--- config.mk ---
export PLATFORM = sky130hd
export DESIGN_NAME = sdmd_cfg
export DESIGN_NICKNAME = d
export VERILOG_FILES = /design/src/sdmd_pkg.sv /design/src/sdmd_cfg.sv
export SDC_FILE = /design/constraint.sdc
export NUM_CORES = 1
export LEC_CHECK = 0
export ABC_AREA = 0
export BUFFER_PORTS_ARGS = -buffer_cell sky130_fd_sc_hd__buf_2
export CAP_MARGIN = 0
export CORE_MARGIN = 4
export CORE_UTILIZATION = 37
export DETAILED_ROUTE_END_ITERATION = 8
export PLACE_DENSITY = 0.8
export SLEW_MARGIN = 10
export SYNTH_ARGS = -nofsm -noshare
export SYNTH_HDL_FRONTEND = slang
export SYNTH_SLANG_ARGS = --single-unit
export TNS_END_PERCENT = 5
--- constraint.sdc ---
create_clock -name i_clk -period 1.2 [get_ports i_clk]
set_clock_uncertainty 0.2 [all_clocks]
set_input_delay 0.06 -clock i_clk [delete_from_list [all_inputs] [get_ports i_clk]]
set_output_delay 0.06 -clock i_clk [all_outputs]
set_load 0.05 [all_outputs]
--- src/sdmd_pkg.sv ---
// Shared types and constants of the sigma-delta motion detector.
`default_nettype none

package sdmd_pkg;

    // Default number of pixel positions held in the state memory
    localparam int PIXEL_COUNT_DEF = 65536;

    // Configuration reset values
    localparam logic [7:0] VMIN_RST = 8'd1;
    localparam logic [7:0] VMAX_RST = 8'd254;

    // Configuration port address width and register selects (paddr bit 2)
    localparam int PADDR_W = 3;
    localparam logic REG_VMIN = 1'b0;
    localparam logic REG_VMAX = 1'b1;

    // Saturation value of the doubled difference
    localparam logic [7:0] PIX_MAX = 8'd255;

    // One input transaction
    typedef struct packed {
        logic [7:0]  pixel;
        logic [15:0] pixel_index;
        logic        init;
    } t_in_item;

    // One result transaction
    typedef struct packed {
        logic        motion;
        logic [7:0]  difference;
        logic [7:0]  background;
        logic [7:0]  variance;
    } t_out_item;

    // Per-pixel state word
    typedef struct packed {
        logic [7:0] background;
        logic [7:0] variance;
    } t_state;

    // Configuration registers
    typedef struct packed {
        logic [7:0] vmin;
        logic [7:0] vmax;
    } t_cfg;

endpackage

`default_nettype wire

--- src/sdmd_cfg.sv ---
// APB-style configuration registers vmin and vmax.
`default_nettype none

module sdmd_cfg (
    input  wire logic                         i_clk,
    input  wire logic                         i_rst_n,
    input  wire logic                         psel,
    input  wire logic                         penable,
    input  wire logic                         pwrite,
    input  wire logic [sdmd_pkg::PADDR_W-1:0] paddr,
    input  wire logic [31:0]                  pwdata,
    output logic      [31:0]                  prdata,
    output logic                              pready,
    output sdmd_pkg::t_cfg                    o_cfg
);

    sdmd_pkg::t_cfg r_cfg;
    sdmd_pkg::t_cfg n_cfg;
    logic           wr_stb;

    assign pready = 1'b1;
    assign wr_stb = psel && penable && pwrite && pready;

    // Decode the write
    always_comb begin
        n_cfg = r_cfg;
        if (wr_stb) begin
            unique case (paddr[2])
                sdmd_pkg::REG_VMIN: n_cfg.vmin = pwdata[7:0];
                sdmd_pkg::REG_VMAX: n_cfg.vmax = pwdata[7:0];
                default:            n_cfg = r_cfg;
            endcase
        end
    end

    always_ff @(posedge i_clk) begin
        if (!i_rst_n) begin
            r_cfg.vmin <= sdmd_pkg::VMIN_RST;
            r_cfg.vmax <= sdmd_pkg::VMAX_RST;
        end else begin
            r_cfg <= n_cfg;
        end
    end

    // Read back the selected register
    always_comb begin
        unique case (paddr[2])
            sdmd_pkg::REG_VMIN: prdata = {24'd0, r_cfg.vmin};
            sdmd_pkg::REG_VMAX: prdata = {24'd0, r_cfg.vmax};
            default:            prdata = 32'd0;
        endcase
    end

    assign o_cfg = r_cfg;

endmodule

`default_nettype wire

==> out/metrics.csv <==
metric,value,unit
status,"finished, violations left",
violations,negative setup slack,
synth_area_leaders,"dfxtp_1 32%, buf_4 19%, mux2i_1 16%, nor2b_1 10%, mux2_2 9.1%",
finalSetupViolCount,8,
fill_cells,230,
syn_area_per_cell,9.261,sq um
ios,89,
yosysSeqAreaShare,32.32,%
wirelength,2141,microns
clock_path_buffers,2,
crit_arrival,1.05,ns
cts.clk_slew.worst_paths,0.10,ns
synth_top_area_share,32.32,%
clkSinkCount,16,
drc,0,
synth_common_cells,"25 x buf_4, 16 x dfxtp_1, 16 x mux2i_1, 16 x nand2_1, 16 x nor2b_1",
peakVddDrop,0.6566,mV
dp_hpwl,1586,microns
synth_most_common_cell,buf_4,
synthToLayoutAreaGrowth,35.73,%
seqCellArea,339.1,sq um
vias,795,
finalHoldViolCount,0,
htreeDepth,1,
grt_use_total,11.11,%
antenna_cells,0,
postRouteAntennaNets,0,
leakagePower,0.0006115,uW
yosysWarnings,0,
crit_type,register to primary output,
core,0.002522,sq mm
synth_top_family_by_area,multiplexers,
synthCells,107,
p_per_area,1040,mW/mm^2
overflow,0,
synth-seq-cells,16,
largest_register_ffs,16,
worstPathMaxFanout,3,
crit_required,0.94,ns
startpoint_type,register,
die_w,59.75,microns
synth.area.mux_share,25.25,%
dp.cells,168,
die_area,0.003570,sq mm
final_cells,185,
grt_pass1_vias,720,
first_pass_iters,2,
rows,18,
grt_max_degree,33,
synth_compound_area_share,0,%
synth_area,991.0,sq um
synth.distinct_cells,11,
gp_congestion,0.7082,
fin_nets,196,
drt_iter0_markers,19,
synth_fa_ha_area_share,0,%
worst_slack,-0.1121,ns
cts_tree,done,
min-delay-path-class,input port to register,
synth_edf_count,0,
yosys.area_share.simple,18.18,%
timing.hold.ws,0.02341,ns
wl_per_cell,11.57,microns
fmax,762.1,MHz
cts_root_buffer,clkbuf_4,
portBuffers,37,
drive_gt1_share,46.45,%
yosysTopAreaCell,dfxtp_1,
min_period_over_period,109.3,%
p_total,1399,uW
antenna_found_initial,0,
ys.flop_type,dfxtp_1,
drv_cap,0,
end_kind,primary output,
die_y,59.75,microns
grt_pass1_wl,3084,microns
multi_input_area,535.5,sq um
vias_per_cell,4.297,
grt_setup_unrepaired,true,
fin_crit,1.312,ns
slew_viol_final,0,
cts_buffers,3,
synthXorXnorAreaFrac,0,%
ys_async_sr_fraction,0,%
clk_latency,0.28,ns
initial_core_util,39.29,%
final timing paths:
| check | start | end | slack, ns | depth (start not counted) |
|---|---|---|---|---|
| max | o_cfg[9]$_SDFFE_PN0P_ | prdata[1] | -0.11 | 2 |
| min | i_rst_n | o_cfg[12]$_SDFFE_PN0P_ | 0.02 | 3 |
| max reg2reg | o_cfg[1]$_SDFFE_PN1P_ | o_cfg[1]$_SDFFE_PN1P_ | 0.26 | 3 |
| min reg2reg | o_cfg[13]$_SDFFE_PN0P_ | o_cfg[13]$_SDFFE_PN0P_ | 0.27 | 2 |
critical path, stage by stage, from the launching register on:
cell and delay, ns:
dfxtp_2 0.34, mux2_4 0.28, buf_8 0.15
cell type report:
class,instances,area share (%)
multi-input cells,83,39.81
repair buffers,52,29.49
flip-flops and latches,16,25.21
well taps,30,2.791
clock buffers,4,2.698
metrics by stage:
stage,util (%),cell area [sq um],setup WS [ns],TNS [ns]
floorplan,-,1089,-0.1078,-0.7546
global placement,43.35,1094,-0.04525,-0.3491
detailed placement,43.35,1094,-0.09749,-0.6058
CTS,51.09,1289,-0.1149,-0.8638
global route,53.32,1345,-0.1309,-0.9801
finish,53.32,1345,-0.1121,-0.7899
placed cells by master, fill, tap and decap left out:
cell           netlist  final
and4_2               1      1
buf_2                0     25
dfxtp_1             16      1
mux2_4               0      3
and4b_1              1      1
mux2i_1             16     16
clkbuf_8             0      1
nor2b_1             16     16
buf_4               25      9
dfxtp_2              0     15
nand2_1             16     16
mux2_2               8      5
conb_1               2     25
dlygate4sd3_1        0      8
buf_8                0      3
clkbuf_4             0      3
buf_6                3      7
power by group:
group | internal, uW | leakage, uW | switching (uW)
registers | 544 | 0.000129 | 7.79
clock network | 184 | 0.0000210 | 168
logic | 138 | 0.000461 | 356
total | 867 | 0.000612 | 532
what timing repair did:
item / in CTS / in global routing
endpoints found under the setup margin: 8 / 10
cloned: 0 / 0
setup buffers: 2 / 3
hold buffers: 8 / 0
gates resized for setup: 23 / 12
endpoints found under the hold margin: 16 / 0
pin swaps: 0 / 0
kinds of logic (layout without fill, tap and decap cells):
kind of cell	Yosys count	in the layout
and+or+nand+nor	34	34
muxes	24	24
buffers and inverters	31	56
DFF	16	16
other	2	25
per-layer routing:
| metal | GRT usage, % | routed length [microns] | share of wire (%) |
|---|---|---|---|
| met1 | 12.09 | 814 | 38 |
| met2 | 21.60 | 1089 | 51 |
| met3 | 2.592 | 237 | 11 |
| met4 | 1.899 | 0 | 0 |
| met5 | 0 | 0 | 0 |
(Power assumes the default switching activity.)
