File: src/sdmd_pkg.sv
// Shared types and constants of the sigma-delta motion detector.
`default_nettype none

package sdmd_pkg;

    // Default number of pixel positions held in the state memory
    localparam int PIXEL_COUNT_DEF = 65536;

    // Configuration reset values
    localparam logic [7:0] VMIN_RST = 8'd1;
    localparam logic [7:0] VMAX_RST = 8'd254;

    // Configuration port address width and register selects (paddr bit 2)
    localparam int PADDR_W = 3;
    localparam logic REG_VMIN = 1'b0;
    localparam logic REG_VMAX = 1'b1;

    // Saturation value of the doubled difference
    localparam logic [7:0] PIX_MAX = 8'd255;

    // One input transaction
    typedef struct packed {
        logic [7:0]  pixel;
        logic [15:0] pixel_index;
        logic        init;
    } t_in_item;

    // One result transaction
    typedef struct packed {
        logic        motion;
        logic [7:0]  difference;
        logic [7:0]  background;
        logic [7:0]  variance;
    } t_out_item;

    // Per-pixel state word
    typedef struct packed {
        logic [7:0] background;
        logic [7:0] variance;
    } t_state;

    // Configuration registers
    typedef struct packed {
        logic [7:0] vmin;
        logic [7:0] vmax;
    } t_cfg;

endpackage

`default_nettype wire

File: src/sdmd_update.sv
// Sigma-delta update of one pixel's background and variance.
`default_nettype none

module sdmd_update (
    input  wire logic [7:0]       i_pixel,
    input  wire logic             i_init,
    input  wire sdmd_pkg::t_state i_old,
    input  wire sdmd_pkg::t_cfg   i_cfg,
    output sdmd_pkg::t_out_item   o_result
);

    function automatic logic [7:0] step_toward(input logic [7:0] cur, input logic [7:0] tgt);
        logic [7:0] res;
        if (cur < tgt) begin
            res = cur + 8'd1;
        end else if (cur > tgt) begin
            res = cur - 8'd1;
        end else begin
            res = cur;
        end
        return res;
    endfunction

    logic [7:0] bg;
    logic [7:0] diff;
    logic [7:0] dbl;
    logic [7:0] var_step;
    logic [7:0] var_hi;
    logic [7:0] var_clamp;

    // Step background, then form the difference and its saturated double
    always_comb begin
        bg   = step_toward(i_old.background, i_pixel);
        diff = (bg > i_pixel) ? (bg - i_pixel) : (i_pixel - bg);
        dbl  = diff[7] ? sdmd_pkg::PIX_MAX : {diff[6:0], 1'b0};
    end

    // Step variance, clamp to vmax first and vmin last
    always_comb begin
        var_step  = step_toward(i_old.variance, dbl);
        var_hi    = (var_step > i_cfg.vmax) ? i_cfg.vmax : var_step;
        var_clamp = (var_hi < i_cfg.vmin) ? i_cfg.vmin : var_hi;
    end

    // Select the init result or the update result
    always_comb begin
        if (i_init) begin
            o_result.motion     = 1'b0;
            o_result.difference = 8'd0;
            o_result.background = i_pixel;
            o_result.variance   = i_cfg.vmin;
        end else begin
            o_result.motion     = (diff >= var_clamp);
            o_result.difference = diff;
            o_result.background = bg;
            o_result.variance   = var_clamp;
        end
    end

endmodule

`default_nettype wire

File: config.mk
export PLATFORM = sky130hd
export DESIGN_NAME = sdmd_update
export DESIGN_NICKNAME = d
export VERILOG_FILES = /design/src/sdmd_pkg.sv /design/src/sdmd_update.sv
export SDC_FILE = /design/constraint.sdc
export NUM_CORES = 1
export LEC_CHECK = 0
export BUFFER_PORTS_ARGS = -buffer_cell sky130_fd_sc_hd__buf_2
export CELL_PAD_IN_SITES_DETAIL_PLACEMENT = 0
export CELL_PAD_IN_SITES_GLOBAL_PLACEMENT = 1
export CORE_MARGIN = 5
export CORE_UTILIZATION = 36
export DETAILED_ROUTE_END_ITERATION = 10
export PLACE_DENSITY = 0.73
export SLEW_MARGIN = 20
export SYNTH_ARGS = -nofsm -noshare
export SYNTH_HDL_FRONTEND = slang
export SYNTH_SLANG_ARGS = --single-unit
export TNS_END_PERCENT = 20
File: constraint.sdc
create_clock -name vclk -period 57.1
set_input_delay 17.13 -clock vclk [all_inputs]
set_output_delay 17.13 -clock vclk [all_outputs]
set_load 0.01 [all_outputs]
==> metrics, run 1 <==
routability-driven placement congestion ratio 0.886; slew of the pin with the lowest slew margin 0.713 ns; Pwr per Cell Area 16.3 mW/mm^2; hold-fix buffer count after cts 0; core box area 0.00876 sq mm; initial antenna violation count 0; internal power 0.0248 mW; Worst Slack Setup Final 11.40 ns; Max Fclk 0.0219 GHz; synthesized area per cell 7.31 sq um; syn_nets 548; Ports 66; Post-Syn Instances 446; final setup vio count 0; RSZ-0062 raised after global routing no; GRT overflow 0; Worst setup EP type output pin; Hold Path End o_result[15]; Netlist Area Pre-Place 0.00326 sq mm; first-pass GRT wire length 15,500 um; worst slack, placed 11.48 ns; status finished, final reports clean; max incr delay on CP 0.69 ns; startpoint type of the worst setup path input pin; Finished Cell Area 0.00365 sq mm; Post-route DRC 0; vias in the first global route 3,282; sw power 0.0347 mW; Worst VDD drop 0.00000523 V; vias per inst 5.65; Final Hold Vio Count 0; Compound-Gate Fraction of Synth Area 28.7%; drt total wl 9280 um; synth unique cells 61; critical path type in -> out; area delta synth->final 11.9%; Pleak 1.89 nW; DR WL/cell 15.4 um; Slew headroom 51.1%; Buffers on Ports 66; setup TNS 0 ns; Hold Startpoint i_pixel[7]; Hold WC Path Type in -> out; Post-CTS Setup Bufs 0; Clk network pwr share 0%; Net Sw Frac 58.4%; Crit Path Max Fanout 15; ant diodes 0; first drt pass iteration count 5; clkbuf count 0; CP max stage cell mux2i_1; multiplexer share of the synthesized area 9.90%; largest family of logic cells by synthesized area compound AO/OA/AOI/OAI gates; Die X 105 um; Post-DP Area 0.00365 sq mm; FP Rows 34; cts repair resizes 0; register area 0 sq um; Die H 105 um; Post-DP HPWL 7860 um; fin crit share 80.0%; Nets 600; post-synthesis xor/xnor area fraction 5.37%; initial DRC count 145; GRT Resource Usage Total 16.0%; most frequent cells in the layout buf_2, ha_1, inv_1; full die area 0.0111 sq mm; required time worst endpoint 39.97 ns; Hold Crit Depth 4; post-synthesis adder-cell area fraction 23.9%; ANT nets after route 0; Worst EP arrival 28.57 ns; Gate power share 100.0%; largest net degree at the start of global routing 28; seq_cells 0; Seq/Total Area, Yosys 0%; Initial Util 37.2%; fin. max-slew vios 0; sequential share of power 0%; hold slack 34.59 ns; # Max-Cap Violations 0; layout cells sized above 1 19.4%; fin crit period 45.70 ns; Ys Warns 0; simple-gate share of the synthesized area 24.9%; DR vias 3,410; most common cell after layout, fill and taps aside buf_2
[worst max path at each step]
stage,from,endpoint,slack (ns),cells after the start
after floorplan,i_pixel[5],o_result[24],13.22,46
after global placement,i_pixel[1],o_result[24],11.68,47
after detailed placement,i_pixel[1],o_result[24],11.48,48
after CTS,i_pixel[1],o_result[24],11.47,48
after global routing,i_pixel[1],o_result[24],10.50,48
final,i_pixel[1],o_result[24],11.40,48
[logic make-up after synthesis]
kind of cell	count (synthesis)
simple gates	152
compound gates	125
fa+ha+maj	61
buf+inv	58
mux	30
xor+xnor	20
[stage by stage]
| step | std cells | util, % | power, mW |
|---|---|---|---|
| after floorplan | 446 | - | 0.0444 |
| after global placement | 604 | 41.6 | 0.0594 |
| after detailed placement | 604 | 41.6 | 0.0596 |
| after CTS | 604 | 41.6 | 0.0598 |
| after global routing | 604 | 41.6 | 0.0674 |
| final | 604 | 41.6 | 0.0595 |
[layout make-up]
cell class | instances | area (sq um)
fill | 924 | 5120
inverter | 42 | 158
multi-input combinational | 388 | 3020
tap | 108 | 135
timing repair buffer | 66 | 330
[critical path, delay by kind of cell]
kind | cells | cell delay [ns]
xor+xnor | 1 | 0.16
fa+ha+maj | 6 | 1.93
buf+inv | 3 | 0.36
mux | 3 | 1.35
compound gates | 23 | 5.32
simple gates | 12 | 2.32
[synthesized netlist by cell type, types with 11 or more instances]
master    n  area [sq um]
ha_1     59           738
inv_1    42           158
nor2_1   34           128
a21oi_1  30           150
nand2_1  30           113
mux2i_1  18           180
nand3_1  16          80.1
xnor2_1  13           114
o21ai_0  12          60.1
a21o_1   11          82.6
[layer usage]
metal	routed length (um)	vias to the layer above	track usage, %	share of wire [%]
met5	0	-	0	0
met4	141	0	2.65	1.5
met3	361	10	0.678	3.9
met2	4330	83	27.6	47
met1	4440	1551	22.3	48
li1	-	1766	-	-
[power groups by stage]
stage / Sequential [mW] / Combinational (mW) / Clock, mW
final: 0 / 0.0595 / 0
after global routing: 0 / 0.0674 / 0
after CTS: 0 / 0.0598 / 0
after detailed placement: 0 / 0.0596 / 0
after global placement: 0 / 0.0594 / 0
after floorplan: 0 / 0.0444 / 0
Note: power is estimated with default switching activity, not from simulation.
==> run 2: changes to the inputs <==
Clock period 57.1 ns to 43.6 ns, I/O delays scaled along.
==> metrics, run 2 (synthesis gave the netlist of run 1 again) <==
status finished, final reports clean; seq_cells 0 (unchanged); M3 GR Usage 0.678% (unchanged); met2 usage 28.6% (+1.1 points); CP max stage cell mux2i_1; setup TNS 0 ns (unchanged); core box area 0.00876 sq mm (unchanged); DR vias 3,426 (+0.47%); Worst EP arrival 24.62 ns (-3.95 ns); initial antenna violation count 0 (unchanged); Hold Path End o_result[15]; layout cells sized above 1 19.4% (unchanged); Worst Slack Setup Final 5.90 ns (-5.50 ns); Crit Path Max Fanout 15 (unchanged); Hold WC Path Type in -> out; hold slack 26.49 ns (-8.10 ns); Worst setup EP type output pin; slew of the pin with the lowest slew margin 0.729 ns (+0.0163 ns); GRT overflow 0 (unchanged); worst slack, placed 6.05 ns (-5.43 ns); Pleak 1.89 nW (unchanged); Ports 66 (unchanged); fillers 942 (+1.9%); Die H 105 um (unchanged); met1 capacity usage during global routing 22.9% (+0.63 points); critical path type in -> out; fin crit share 86.5%; FP Rows 34 (unchanged); post-layout util 41.6% (unchanged); crit-path leading delay family compound AO/OA/AOI/OAI gates; ant diodes 0 (unchanged); most frequent cells in the layout buf_2, ha_1, inv_1; Die X 105 um (unchanged); first drt pass iteration count 4 (-1); Max Fclk 0.0265 GHz; hold-fix buffer count after cts 0 (unchanged); multi-input logic area 0.00302 sq mm (unchanged); GRT Resource Usage Total 16.4% (+0.47 points); vias in the first global route 3,370 (+2.7%); Power Total 0.0784 mW (+32%); drt total wl 9420 um (+1.5%); initial DRC count 161 (+11%); max incr delay on CP 0.70 ns (about the same); Initial Util 37.2% (unchanged); Pwr per Cell Area 21.5 mW/mm^2 (+32%); Hold Crit Depth 4 (unchanged); DR WL/cell 15.6 um (+1.5%); area delta synth->final 11.9% (unchanged); Slew headroom 50.0% (-1.1 points); RSZ-0062 raised after global routing no; Post-DP Area 0.00365 sq mm (unchanged); Post-DP HPWL 8040 um (+2.2%); startpoint type of the worst setup path input pin; Worst VDD drop 0.00000638 V (+22%); cts repair resizes 0 (unchanged); ANT nets after route 0 (unchanged); vias per inst 5.67 (+0.47%); Hold Startpoint i_pixel[7]; Post-route DRC 0 (unchanged); final setup vio count 0 (unchanged); Final Hold Vio Count 0 (unchanged); required time worst endpoint 30.52 ns (-9.45 ns); full die area 0.0111 sq mm (unchanged); Layout Cells excl Fill 604 (unchanged); routability-driven placement congestion ratio 0.886 (about the same); first-pass GRT wire length 16,000 um (+3.6%); # Max-Cap Violations 0 (unchanged); Finished Cell Area 0.00365 sq mm (unchanged); fin. max-slew vios 0 (unchanged); GR peak layer met2; Post-CTS Setup Bufs 0 (unchanged); Nets 600 (unchanged); largest net degree at the start of global routing 28 (unchanged); placed instance count 604 (unchanged); Buffers on Ports 66 (unchanged); WP buf/inv 3 (unchanged); most common cell after layout, fill and taps aside buf_2; clkbuf count 0 (unchanged); register area 0 sq um (unchanged); fin crit period 37.70 ns
[run 2: layout make-up]
type               instances  area share [%]
multi-input cells        388            82.9
repair buffers            66            9.06
inverters                 42            4.32
well taps                108            3.71
[run 2: how the worst max path moves through the flow]
| stage | startpoint | end | slack, ns | cells after the start |
|---|---|---|---|---|
| final | i_pixel[1] | o_result[24] | 5.90 | 48 |
| after global routing | i_pixel[1] | o_result[24] | 5.01 | 48 |
| after CTS | i_pixel[1] | o_result[24] | 6.03 | 48 |
| after detailed placement | i_pixel[1] | o_result[24] | 6.05 | 48 |
| after global placement | i_pixel[1] | o_result[24] | 6.28 | 47 |
| after floorplan | i_pixel[5] | o_result[24] | 7.82 | 46 |
[run 2: metal layers]
metal / vias up / wire, um
met4: 0 / 76
li1: 1766 / -
met3: 8 / 288
met5: - / 0
met1: 1569 / 4590
met2: 83 / 4460
[run 2: where the power goes]
group	internal [mW]	switching (mW)
combinational	0.0325	0.0459
sequential	0	0
clock	0	0
total	0.0325	0.0459
